$ cat src/design/imu_pkg.sv
package imu_pkg;

   // lattice geometry
   localparam int ROWS  = 64;
   localparam int COLS  = 64;
   localparam int SITES = ROWS * COLS;
   localparam int ROW_W = $clog2(ROWS);
   localparam int COL_W = $clog2(COLS);

   // item field widths
   localparam int ROW_FIELD_W  = 6;
   localparam int COL_FIELD_W  = 6;
   localparam int FRAC_W       = 32;
   localparam int DE_W         = 5;
   localparam int ENERGY_OUT_W = 15;
   localparam int MAG_OUT_W    = 14;

   // running totals, wide enough for any lattice size
   localparam int ENERGY_MIN_W = $clog2(2 * SITES + 1) + 1;
   localparam int MAG_MIN_W    = $clog2(SITES + 1) + 1;
   localparam int ENERGY_W     = (ENERGY_MIN_W > ENERGY_OUT_W) ? ENERGY_MIN_W : ENERGY_OUT_W;
   localparam int MAG_W        = (MAG_MIN_W > MAG_OUT_W) ? MAG_MIN_W : MAG_OUT_W;

   // req tdata layout
   localparam int REQ_ROW_LSB  = 0;
   localparam int REQ_COL_LSB  = REQ_ROW_LSB + ROW_FIELD_W;
   localparam int REQ_SV_LSB   = REQ_COL_LSB + COL_FIELD_W;
   localparam int REQ_FRAC_LSB = REQ_SV_LSB + 1;
   localparam int REQ_BITS     = REQ_FRAC_LSB + FRAC_W;
   localparam int REQ_DATA_W   = ((REQ_BITS + 7) / 8) * 8;

   // rsp tdata layout
   localparam int RSP_DE_LSB   = 0;
   localparam int RSP_EN_LSB   = RSP_DE_LSB + DE_W;
   localparam int RSP_MAG_LSB  = RSP_EN_LSB + ENERGY_OUT_W;
   localparam int RSP_BITS     = RSP_MAG_LSB + MAG_OUT_W;
   localparam int RSP_DATA_W   = ((RSP_BITS + 7) / 8) * 8;

   // configuration port
   localparam int CSR_IDX_W  = 8;
   localparam int CSR_DATA_W = 32;
   localparam logic [CSR_IDX_W-1:0] REG_THRESH_4 = CSR_IDX_W'(0);
   localparam logic [CSR_IDX_W-1:0] REG_THRESH_8 = CSR_IDX_W'(1);

   // item kinds
   localparam logic KIND_WRITE = 1'b0;
   localparam logic KIND_TRIAL = 1'b1;

   localparam int NSUM_W  = 4;
   localparam int DELTA_W = 3;

   typedef struct packed {
      logic                      clr;
      logic                      en;
      logic signed [DELTA_W-1:0] delta;
   } acc_ctrl_type;

   typedef struct packed {
      logic                   accept;
      logic signed [DE_W-1:0] de;
   } decision_type;

   function automatic logic signed [DELTA_W-1:0] spin_of(input logic b);
      spin_of = b ? DELTA_W'(1) : -DELTA_W'(1);
   endfunction

endpackage

$ cat src/design/imu_flip_unit.sv
module imu_flip_unit import imu_pkg::*; (
   input  logic               clock,
   input  acc_ctrl_type       ctrl,
   input  logic               center_spin,
   input  logic               kind,
   input  logic               spin_value,
   input  logic [FRAC_W-1:0]  frac,
   input  logic [FRAC_W-1:0]  thresh_4,
   input  logic [FRAC_W-1:0]  thresh_8,
   output decision_type       dec
);

   logic signed [NSUM_W-1:0] nsum_ff;
   logic signed [NSUM_W-1:0] nsum_in;
   logic signed [DE_W-1:0]   twice;
   logic signed [DE_W-1:0]   de_raw;
   logic [FRAC_W-1:0]        thresh;
   logic                     accept;

   // neighbour sum built up one row read at a time
   always_comb begin
      nsum_in = nsum_ff;
      if (ctrl.clr) begin
         nsum_in = '0;
      end else if (ctrl.en) begin
         nsum_in = nsum_ff + {ctrl.delta[DELTA_W-1], ctrl.delta};
      end
   end

   always_ff @(posedge clock) begin
      nsum_ff <= nsum_in;
   end

   always_comb begin
      twice  = {nsum_ff, 1'b0};
      de_raw = center_spin ? twice : -twice;
      thresh = (de_raw == DE_W'(8)) ? thresh_8 : thresh_4;
      if (kind == KIND_WRITE) begin
         accept = (spin_value != center_spin);
      end else begin
         accept = (de_raw <= 0) ||
                  (((de_raw == DE_W'(4)) || (de_raw == DE_W'(8))) && (frac <= thresh));
      end
      dec.accept = accept;
      dec.de     = accept ? de_raw : '0;
   end

endmodule

$ cat config.mk
export PLATFORM = sky130hd
export DESIGN_NAME = imu_flip_unit
export DESIGN_NICKNAME = d
export VERILOG_FILES = /design/src/design/imu_pkg.sv /design/src/design/imu_flip_unit.sv
export SDC_FILE = /design/constraint.sdc
export NUM_CORES = 1
export LEC_CHECK = 0
export BUFFER_PORTS_ARGS = -buffer_cell sky130_fd_sc_hd__clkbuf_2
export CAP_MARGIN = 0
export CORE_UTILIZATION = 37
export DETAILED_ROUTE_END_ITERATION = 10
export GPL_TIMING_DRIVEN = 1
export HOLD_SLACK_MARGIN = 0.06
export PLACE_DENSITY = 0.74
export SLEW_MARGIN = 10
export SYNTH_ARGS = -nofsm -noshare
export SYNTH_HDL_FRONTEND = slang
export SYNTH_SLANG_ARGS = --single-unit
export TNS_END_PERCENT = 20
$ cat constraint.sdc
create_clock -name clock -period 3.1 [get_ports clock]
set_input_delay 0.31 -clock clock [delete_from_list [all_inputs] [get_ports clock]]
set_output_delay 0.31 -clock clock [all_outputs]
set_load 0.05 [all_outputs]
# Yosys cells after proc, flatten, opt, wreduce, memory -nomap -nowiden
# Index checks and enable logic that the tools add are counted.
[totals]
reg_bits = 4
latchBits = 0
ramBits = 0
rom_bits = 0
output_inout_bits = 6
elab_cells = 15
mem_count = 0
[op_classes]
add_sub_neg = 2
n_mul = 0
div_mod_pow = 0
n_lt_le_gt_ge = 2
eq_ne = 3
shift = 0
mux = 4
n_bitwise = 0
n_reduce_logical = 3
[op_table]
columns = ["cell", "n"]
rows = [
  ["32-bit <= comparator", 1],
  ["32-bit 2-to-1 mux", 1],
  ["5-bit 2-to-1 mux", 2],
  ["5-bit by 4-bit == test with 1-bit output, second input constant", 1],
  ["5-bit == test, second input constant", 1],
  ["5-bit by 1-bit <= comparator with 1-bit output, second input constant", 1],
  ["5-bit negator", 1],
  ["4-bit adder", 1],
  ["1-bit logical OR", 2],
  ["1-bit logical AND", 1],
  ["1-bit 2-to-1 mux", 1],
  ["1-bit != test", 1],
]

# Longest topological paths before layout
[logic_depth]
word_depth = 9
mapped_depth = 16
depth_no_buf = 14

# Worst setup path before layout
# Ideal clock, no wire load.
[synth_timing]
path_type = "reg-to-output"
startpoint = "register nsum_ff[1]"
endpoint = "output dec[2] (netlist bit)"
arrival_time_ns = 3.494
path_slack_ns = -0.704
path_stages_with_launch = 15
n_path_buf = 1
cell_sequence = "dfxtp_1 > inv_1 > ha_1 > nor2_1 > xor2_1 > nand4_2 > buf_6 > mux2i_1 > ha_1 > nand4_1 > nor4_1 > nand3_1 > o32ai_1 > a31oi_1 > nor2_1"
[synth_lines]
columns = ["element", "line", "rtl"]
rows = [
  ["start: declaration", "imu_flip_unit.sv:13", "logic signed [NSUM_W-1:0] nsum_ff;"],
  ["start signal: assignment", "imu_flip_unit.sv:31", "nsum_ff <= nsum_in;"],
  ["end: declaration", "imu_flip_unit.sv:10", "output decision_type dec"],
]

==> results.md <==
- H-tree depth: 1
- Area occupied by multi-input gates: 1420 um^2
- Worst Hold Slack: 0.299 ns
- Total power: 0.000769 W
- DR DRC count: 0
- Avg Cell Area, Syn: 8.56 um^2
- Max Cap Viol: 0
- Setup violators final: 3
- Power Dens Cells: 318 nW/um^2
- Slew Viols, Final: 0
- Fill count: 332
- FF+latch count, synth: 4
- EDFF count, synth: 0
- P&R area growth vs syn: 63.3%
- FFs w/ async S/R, synth: 0%
- FF/Latch Area: 82.6 um^2
- Largest register FFs: 4
- Hold Path Class: input port to flop
- CTS Buf Count: 3
- Post-DRT Antenna Nets: 0
- Biggest regs: nsum_ff x4
- Leak pwr: 1.43 nW
- Cell area after layout: 2420 um^2
- Core area: 3740 um^2
- Worst path slowest cell: or3_4
- Slowest Stage Delay on Critical Path: 0.40 ns
- Largest net degree at the start of global routing: 18
- ANT cells: 0
- Final core occ: 64.6%
- CTS Sinks: 4
- Routed vias: 1752
- PortBufs: 109
- Die area: 4260 um^2
- CP max FO: 17
- GPL Wtd Cong: 0.758
- Status: finished, violations left
- Fmax: 268 MHz
- Biggest register: nsum_ff
- Congestion Overflow GR: 0
- GRT Util Overall: 18.8%
- Critical path launch point type: flop
- # nets final: 447
- Mapped cell area: 1480 um^2
- Routed vias/inst: 4.99
- Synth Instances: 173
- Total wire length: 4070 um
- Layout cells sized above 1: 51.2%
- Worst Path Required: 2.79 ns
- Die Y: 65.3 um
- CTS Buffer Depth: 2
- Failing checks: setup timing
- Tmin final: 3.73 ns
- Worst setup margin: -0.628 ns
- Most common cell after layout, fill and taps aside: clkbuf_2
- Top Ports: 111
- Num rows: 22
- First-pass GRT wire length: 6430 um
- Crit path buf inv count: 4
- Syn_nets: 315
- Drt pass-1 iters: 4
- Drt wl/cell: 11.6 um
- Placed instance area: 2280 um^2
- Vias in the first global route: 1604
- Hold Fails Final Rpt: 0
- CTS clk-pin slew, worst paths: 0.03 ns
- Netlist cell types: 38
- Synth Warn #: 0
- Die Wd: 65.3 um
- Clk_lat worst skew: 0.22 ns
- Initial core utilization: 39.5%
- Most frequent cells in the layout: clkbuf_2 (106), ha_1 (36), mux2i_1 (33)
- DRT iter0 DRCs: 24
- RSZ-0062 raised after global routing: yes
- CP Cell Sequence: or3_4 > a211oi_4 > nand4_2 > buf_12 > mux2i_1 > ha_1 > nand4_1 > nor4_4 > buf_4 > o311ai_2 > a31oi_2 > buf_4 > nor2_4 > buf_12
- CP delay by family, top: simple AND/OR/NAND/NOR gates
- Arrival @ worst endpoint: 3.42 ns
- CTS tree: built
- Seq/Total Area, Yosys: 5.41%
- Worst Setup End Kind: output port
- CTS Root Cell: clkbuf_8
- Post-Route Skew: 0.00297 ns
- Main synth FF type: dfxtp_1
- Maximum VDD drop: 0.000204 V
- Initial antenna violation count: 0
- Setup CP Type: flop to output port
- Final HPWL DP: 3630 um
- Fin crit share: 120%
-- layer usage --
metal	vias up	part of all wire [%]	global-route usage [%]	wire, um
met5	-	0	0	0
met4	0	1.3	6.25	53
met3	8	7.4	2.43	303
met2	71	51	35.3	2080
met1	757	40	21.6	1640
li1	916	-	-	-
-- kinds of logic after synthesis --
group | count (synthesis) | synth area share, %
DFF | 4 | 5.41
adders and majority gates | 37 | 31.8
and+or+nand+nor | 42 | 14.6
AOI/OAI and AO/OA | 34 | 15.1
xor gates and xnor gates | 7 | 4.14
muxes | 34 | 23.1
buffers and inverters | 14 | 5.58
other | 1 | 0.253
-- final cells by class --
type,instances,area share [%]
Multi-Input combinational cell,155,58.7
Timing Repair Buffer,132,32.2
Sequential cell,4,3.42
Tap cell,48,2.48
Clock buffer,3,1.71
Inverter,9,1.40
-- cell usage after synthesis, types with 2 or more instances --
library cell | count | area [um^2]
nor3_1 | 3 | 15.0
nand4_1 | 7 | 43.8
buf_6 | 3 | 33.8
xor2_1 | 4 | 35.0
mux2i_1 | 33 | 330
nor2_1 | 13 | 48.8
inv_1 | 9 | 33.8
buf_4 | 2 | 15.0
o21a_1 | 2 | 15.0
nand2_1 | 8 | 30.0
dfxtp_1 | 4 | 80.1
xnor2_1 | 3 | 26.3
nand3_1 | 4 | 20.0
a21oi_1 | 14 | 70.1
o21ai_0 | 4 | 20.0
ha_1 | 36 | 450
a21boi_0 | 2 | 15.0
o211ai_1 | 2 | 15.0
-- worst paths after layout --
path,slack [ns],startpoint,end,cells after the start
hold reg to reg,0.63,nsum_ff[0],nsum_ff[0],3
hold / removal,0.30,ctrl[4],nsum_ff[0],2
setup reg to reg,1.53,nsum_ff[1],nsum_ff[3],8
setup / recovery,-0.63,nsum_ff[1],dec[2],14
-- repair_timing --
item                       4_1_cts  5_1_grt
setup endpoints to repair        3        3
setup buffers                    2        1
pin swaps                        5        4
hold buffers                     0        0
hold endpoints to repair         0        0
resized for setup               10        5
-- per-stage QoR --
step | worst slack, ns | setup TNS (ns) | instances
6_report | -0.628 | -1.78 | 351
3_5_place_dp | -0.487 | -1.42 | 345
3_3_place_gp | -0.393 | -1.16 | 345
5_1_grt | -0.828 | -2.36 | 351
4_1_cts | -0.612 | -1.71 | 350
2_1_floorplan | -0.348 | -0.965 | 173
-- power breakdown --
group | switching (W) | leakage [nW] | internal (W)
Combinational | 0.000292 | 1.38 | 0.000303
Clock | 0.0000279 | 0.0216 | 0.0000828
Sequential | 0.00000514 | 0.0337 | 0.0000587
(Power assumes the default switching activity.)
