## config.mk

```make
export PLATFORM = sky130hd
export DESIGN_NAME = imu_row_ram
export DESIGN_NICKNAME = d
export VERILOG_FILES = /design/src/design/imu_pkg.sv /design/src/design/imu_row_ram.sv
export SDC_FILE = /design/constraint.sdc
export NUM_CORES = 2
export LEC_CHECK = 0
export BUFFER_PORTS_ARGS = -buffer_cell sky130_fd_sc_hd__buf_2
export CAP_MARGIN = 20
export CELL_PAD_IN_SITES_DETAIL_PLACEMENT = 0
export CELL_PAD_IN_SITES_GLOBAL_PLACEMENT = 1
export CORE_ASPECT_RATIO = 2
export CORE_UTILIZATION = 30
export DETAILED_ROUTE_END_ITERATION = 10
export PLACE_DENSITY_LB_ADDON = 0.1
export SETUP_SLACK_MARGIN = 0.02
export SKIP_LAST_GASP = 1
export SYNTH_ARGS = -nofsm -noshare
export SYNTH_HDL_FRONTEND = slang
export SYNTH_SLANG_ARGS = --single-unit
```

## constraint.sdc

```tcl
create_clock -name clock -period 8.06 [get_ports clock]
set_input_delay 1.612 -clock clock [delete_from_list [all_inputs] [get_ports clock]]
set_output_delay 1.612 -clock clock [all_outputs]
set_load 0.05 [all_outputs]
```

## src/design/imu_pkg.sv

```systemverilog
package imu_pkg;

   // lattice geometry
   localparam int ROWS  = 64;
   localparam int COLS  = 64;
   localparam int SITES = ROWS * COLS;
   localparam int ROW_W = $clog2(ROWS);
   localparam int COL_W = $clog2(COLS);

   // item field widths
   localparam int ROW_FIELD_W  = 6;
   localparam int COL_FIELD_W  = 6;
   localparam int FRAC_W       = 32;
   localparam int DE_W         = 5;
   localparam int ENERGY_OUT_W = 15;
   localparam int MAG_OUT_W    = 14;

   // running totals, wide enough for any lattice size
   localparam int ENERGY_MIN_W = $clog2(2 * SITES + 1) + 1;
   localparam int MAG_MIN_W    = $clog2(SITES + 1) + 1;
   localparam int ENERGY_W     = (ENERGY_MIN_W > ENERGY_OUT_W) ? ENERGY_MIN_W : ENERGY_OUT_W;
   localparam int MAG_W        = (MAG_MIN_W > MAG_OUT_W) ? MAG_MIN_W : MAG_OUT_W;

   // req tdata layout
   localparam int REQ_ROW_LSB  = 0;
   localparam int REQ_COL_LSB  = REQ_ROW_LSB + ROW_FIELD_W;
   localparam int REQ_SV_LSB   = REQ_COL_LSB + COL_FIELD_W;
   localparam int REQ_FRAC_LSB = REQ_SV_LSB + 1;
   localparam int REQ_BITS     = REQ_FRAC_LSB + FRAC_W;
   localparam int REQ_DATA_W   = ((REQ_BITS + 7) / 8) * 8;

   // rsp tdata layout
   localparam int RSP_DE_LSB   = 0;
   localparam int RSP_EN_LSB   = RSP_DE_LSB + DE_W;
   localparam int RSP_MAG_LSB  = RSP_EN_LSB + ENERGY_OUT_W;
   localparam int RSP_BITS     = RSP_MAG_LSB + MAG_OUT_W;
   localparam int RSP_DATA_W   = ((RSP_BITS + 7) / 8) * 8;

   // configuration port
   localparam int CSR_IDX_W  = 8;
   localparam int CSR_DATA_W = 32;
   localparam logic [CSR_IDX_W-1:0] REG_THRESH_4 = CSR_IDX_W'(0);
   localparam logic [CSR_IDX_W-1:0] REG_THRESH_8 = CSR_IDX_W'(1);

   // item kinds
   localparam logic KIND_WRITE = 1'b0;
   localparam logic KIND_TRIAL = 1'b1;

   localparam int NSUM_W  = 4;
   localparam int DELTA_W = 3;

   typedef struct packed {
      logic                      clr;
      logic                      en;
      logic signed [DELTA_W-1:0] delta;
   } acc_ctrl_type;

   typedef struct packed {
      logic                   accept;
      logic signed [DE_W-1:0] de;
   } decision_type;

   function automatic logic signed [DELTA_W-1:0] spin_of(input logic b);
      spin_of = b ? DELTA_W'(1) : -DELTA_W'(1);
   endfunction

endpackage

```

## src/design/imu_row_ram.sv

```systemverilog
module imu_row_ram import imu_pkg::*; (
   input  logic             clock,
   input  logic             rd_en,
   input  logic [ROW_W-1:0] rd_addr,
   output logic [COLS-1:0]  rd_data,
   input  logic             wr_en,
   input  logic [ROW_W-1:0] wr_addr,
   input  logic [COLS-1:0]  wr_data
);

   // one lattice row per word
   logic [COLS-1:0] mem [ROWS];
   logic [COLS-1:0] rd_data_ff;

   always_ff @(posedge clock) begin
      if (wr_en) begin
         mem[wr_addr] <= wr_data;
      end
      if (rd_en) begin
         rd_data_ff <= mem[rd_addr];
      end
   end

   assign rd_data = rd_data_ff;

endmodule

```

# [Word-level counts from Yosys, hierarchy flattened]
# Memory sizes are Yosys's and may differ from the RTL's. A register that Yosys moved wholly into a read port is not among the register bits.
# Cells that the tools add are included.
[op_classes] mux=2
[op_table] cell="1-bit 2-to-1 mux" count=2
[word_totals] mem_count=1 in_bits=79 register_bits=0 ram_bits=4096
[memory_table] name="mem" depth=64 word_bits=64 read_ports=1 rd_clocked_by_memory_dff=1 wr=1 line="imu_row_ram.sv:12" rtl="logic [COLS-1:0] mem [ROWS];"

# [Depth between registers and ports, before layout]
[logic_depth] ltp_word=2 depth_mapped=9 ltp_nobuf=5

# [Worst setup path before layout]
# OpenSTA, ideal clock, no wires.
[synth_path] kind="input -> register" startpoint="input port wr_addr[3]" endpoint="memory mem[48][0] (enable)" arrival_ns=6.484 cell_stages=4 path_slack_ns=1.012 cell_sequence="clkbuf_1 > nor2b_1 > nand4b_1 > nor3_1"
[synth_lines] element="start: declaration" line="imu_row_ram.sv:7" rtl="input logic [ROW_W-1:0] wr_addr,"
[synth_lines] element="end: declaration" line="imu_row_ram.sv:12"
# No word-level cell before the write port.

==> impl_metrics.csv <==
group,metric,value,unit
power_and_ir_drop,peakVddDrop,0.000194,V
floorplan,initial_core_util,30.1,%
grt,antenna_found_initial,62,
hold_path,hp-class,"reg -> reg",
clock_tree,htree_levels,5,
logic_synthesis,syn_inst,6598,
power_and_ir_drop,internal_power,35.0,mW
worst_setup_path,endpoint_kind_of_the_worst_setup_timing_path,"flop",
place,post-dp-hpwl,307,mm
power_and_ir_drop,power_frac_seq,53.6,%
logic_synthesis,postSynth.asyncResetShare,0,%
grt,number_of_global_route_vias_before_repair,79500,
sta,timing.fmax,0.230,GHz
routing,first_pass_iters,7,
finish,layout.cells.most_common,"sky130_fd_sc_hd__edfxtp_1",
sta,slew_headroom,23.3,%
finish,drive_gt1_share,28.6,%
clock_tree,cts_root_buffer,"sky130_fd_sc_hd__clkbuf_16",
sta,final-max-slew-violation-count,0,
worst_setup_path,slowest_stage,"sky130_fd_sc_hd__nor2b_4",
logic_synthesis,post_synth_main_area_contributors,"sky130_fd_sc_hd__edfxtp_1 (80%), sky130_fd_sc_hd__mux4_2 (15%), sky130_fd_sc_hd__mux2i_1 (0.86%), sky130_fd_sc_hd__a22oi_1 (0.80%), sky130_fd_sc_hd__buf_2 (0.54%)",
grt,use_met1,23.8,%
routing,drt_iter0_drc,6531,
finish,design.final.nets,7138,
grt,grt_pass1_wl,737,mm
outcome,run_status,"completed",
sta,hold_violations,0,
worst_setup_path,worstPathBufferInverterCount,3,
clock_tree,post-cts-setup-buffer-count,0,
logic_synthesis,synth_flop_cell,"sky130_fd_sc_hd__edfxtp_1",
power_and_ir_drop,leakage,55.2,nW
power_and_ir_drop,power_spent_charging_and_discharging_nets,9.98,mW
grt,grt_use_met3,2.01,%
grt,grt_max_degree,89,
worst_setup_path,max_stage_delay,840,ps
routing,vias_per_cell,5.18,
floorplan,rows,375,
logic_synthesis,synth_warnings,0,
routing,vias,74300,
power_and_ir_drop,p_sw_share,22.2,%
floorplan,die_w,514,µm
logic_synthesis,synthDominantCellAreaShare,79.6,%
worst_setup_path,crit_type,"in -> reg",
logic_synthesis,yosysSeqAreaShare,79.6,%
finish,area_taken_by_multi_input_logic_gates,30800,µm²
logic_synthesis,mean_cell_area_of_the_mapped_netlist,23.8,µm²
power_and_ir_drop,cellPowerDensity,248,nW/µm²
clock_tree,clkSinkCount,4160,
logic_synthesis,synth_area_leader_cell,"sky130_fd_sc_hd__edfxtp_1",
finish,mostFrequentLayoutCells,"sky130_fd_sc_hd__edfxtp_1 (4160), sky130_fd_sc_hd__mux4_2 (1024), sky130_fd_sc_hd__clkbuf_16 (396), sky130_fd_sc_hd__buf_4 (201), sky130_fd_sc_hd__a22oi_1 (168)",
worst_setup_path,start_kind,"input port",
clock_tree,hold_buffers,0,
finish,filler_cell_count,48200,
sta,finalSetupViolCount,0,
place,place_worst_setup_slack,2720,ps
routing,postRouteAntennaNets,0,
power_and_ir_drop,power.combinational.fraction,5.1,%
worst_setup_path,startpoint,"rd_addr[3]",
logic_synthesis,synth.ff_latch_count,4160,
place,gp_congestion,0.732,
clock_tree,cts.repair.resized,0,
place,buffer_ports.inserted,142,
hold_path,worst_hold_startpoint,"mem[52][62]",
sta,post-route-period-util,54.0,%
grt,grt.met2_usage,40.9,%
sta,timing.setup.tns,0,ps
routing,drt-total-wl,553,mm
sta,clock_skew,51.9,ps
logic_synthesis,synth.net_count,6677,
floorplan,die_h,1.03,mm
routing,drc_violations_left,0,
finish,area_delta_synth_final,15.4,%
floorplan,core_region_area,521000,µm²
logic_synthesis,synth_cell_type_count,32,
logic_synthesis,synth-edff-count,4160,
worst_setup_path,regToRegStartpoint,"mem[52][52]",
worst_setup_path,worst_path_cell_trace,"buf_2 > nor2b_4 > buf_12 > buf_4 > a22oi_1 > and3_1 > a211oi_1",
grt,top_usage_layer,"met2",
worst_setup_path,critPathArrivalTime,5100,ps
clock_tree,clk_pin_slew_worst_paths,60,ps
finish,sequential_cell_area,125000,µm²
sta,tightestPinTransition,1150,ps
worst_setup_path,critical_path_peak_fanout,51,
routing,wl_per_cell,38.5,µm
worst_setup_path,worst_path_dominant_cell_family,"buffers and inverters",
clock_tree,cts_tree,"done",
sta,final.min_clock_period,4350,ps
grt,overflow,0,
logic_synthesis,netlist_area,157000,µm²
worst_setup_path,crit_required,8800,ps
sta,fin_ws,3710,ps
power_and_ir_drop,clkPwrFrac,41.3,%
clock_tree,clk-insertion-delay-late,970,ps
clock_tree,cts_made_buffers,391,
sta,rsz_0062_raised_after_global_routing,"no",
floorplan,die_outline_area,526000,µm²
run,drv.max_cap_violation_count,0,
floorplan,ioPinCount,143,
grt,grt.total_usage,20.9,%
clock_tree,max_buffers_root_to_sink,4,
power by group through the flow:
stage               Sequential, mW  Combinational (mW)  Clock [mW]
finish                        24.1                2.30        18.6
global route                  24.1                2.44        19.7
CTS                           24.1                2.33        19.1
detailed placement            24.6                2.33           0
global placement              24.6                2.30           0
floorplan                     24.6                1.12           0
state kept, by name (all words and copies together) (netlist names):
name	cells
rd_data	64
mem	4096
final cells by class:
class,instances,area share (%)
Sequential cell,4160,69.0
Multi-Input combinational cell,2049,17.0
Clock buffer,465,5.61
Tap cell,6974,4.82
Timing Repair Buffer,438,2.31
Clock inverter,229,1.23
Inverter,19,0.0394
Antenna cell,25,0.0345
cell families after synthesis:
group	count (synthesis)	synth area share, %
flip-flops	4160	79.6
AND/OR/NAND/NOR	386	1.23
AO/OA/AOI/OAI	504	2.47
multiplexers	1159	15.6
buffers and inverters	389	1.18
worst register-to-register path, stage by stage, from the launching register on:
cell                       delay, ps
sky130_fd_sc_hd__edfxtp_1        380
sky130_fd_sc_hd__mux4_2          480
sky130_fd_sc_hd__mux2i_1         620
sky130_fd_sc_hd__o22ai_1         230
sky130_fd_sc_hd__a41oi_1         250
sky130_fd_sc_hd__a211oi_1         70
per-stage QoR:
| step | utilization [%] | hold WS [ps] | instance area [µm²] | total power, mW | instances |
|---|---|---|---|---|---|
| finish | 34.8 | 915 | 181000 | 45.0 | 14400 |
| global route | 34.7 | 908 | 181000 | 46.2 | 14300 |
| CTS | 34.6 | 920 | 180000 | 45.5 | 14300 |
| detailed placement | 32.2 | 907 | 168000 | 26.9 | 13600 |
| global placement | 32.2 | 906 | 168000 | 26.9 | 13600 |
| floorplan | - | 865 | 157000 | 25.7 | 6598 |
Yosys cell counts (18+ instances only):
master / n
sky130_fd_sc_hd__mux4_2: 1024
sky130_fd_sc_hd__or3_1: 29
sky130_fd_sc_hd__inv_1: 19
sky130_fd_sc_hd__buf_1: 20
sky130_fd_sc_hd__nor2_1: 112
sky130_fd_sc_hd__a2bb2oi_1: 19
sky130_fd_sc_hd__o221ai_1: 38
sky130_fd_sc_hd__edfxtp_1: 4160
sky130_fd_sc_hd__nand2_1: 58
sky130_fd_sc_hd__clkbuf_1: 140
sky130_fd_sc_hd__nand3_1: 45
sky130_fd_sc_hd__a41oi_1: 26
sky130_fd_sc_hd__buf_2: 170
sky130_fd_sc_hd__nor2b_1: 28
sky130_fd_sc_hd__buf_4: 34
sky130_fd_sc_hd__o22ai_1: 83
sky130_fd_sc_hd__and3_1: 64
sky130_fd_sc_hd__mux2i_1: 135
sky130_fd_sc_hd__a31oi_1: 18
sky130_fd_sc_hd__or2_2: 28
sky130_fd_sc_hd__a22oi_1: 168
sky130_fd_sc_hd__a211oi_1: 63
sky130_fd_sc_hd__a22o_1: 88
path summary, 6_finish.rpt:
| kind | to | slack, ps | cells after the start |
|---|---|---|---|
| max | rd_data[38] | 3710 | 7 |
| min | rd_data[62] | 920 | 4 |
| min reg2reg | rd_data[62] | 920 | 4 |
| max reg2reg | rd_data[52] | 5730 | 5 |
layer usage:
layer  part of all wire [%]  up-vias
met3                    3.4      651
met1                     37    42300
li1                       -    29400
met2                     57     1886
met5                 0.0083        -
met4                    2.8        6
Note: power is estimated with default switching activity, not from simulation.
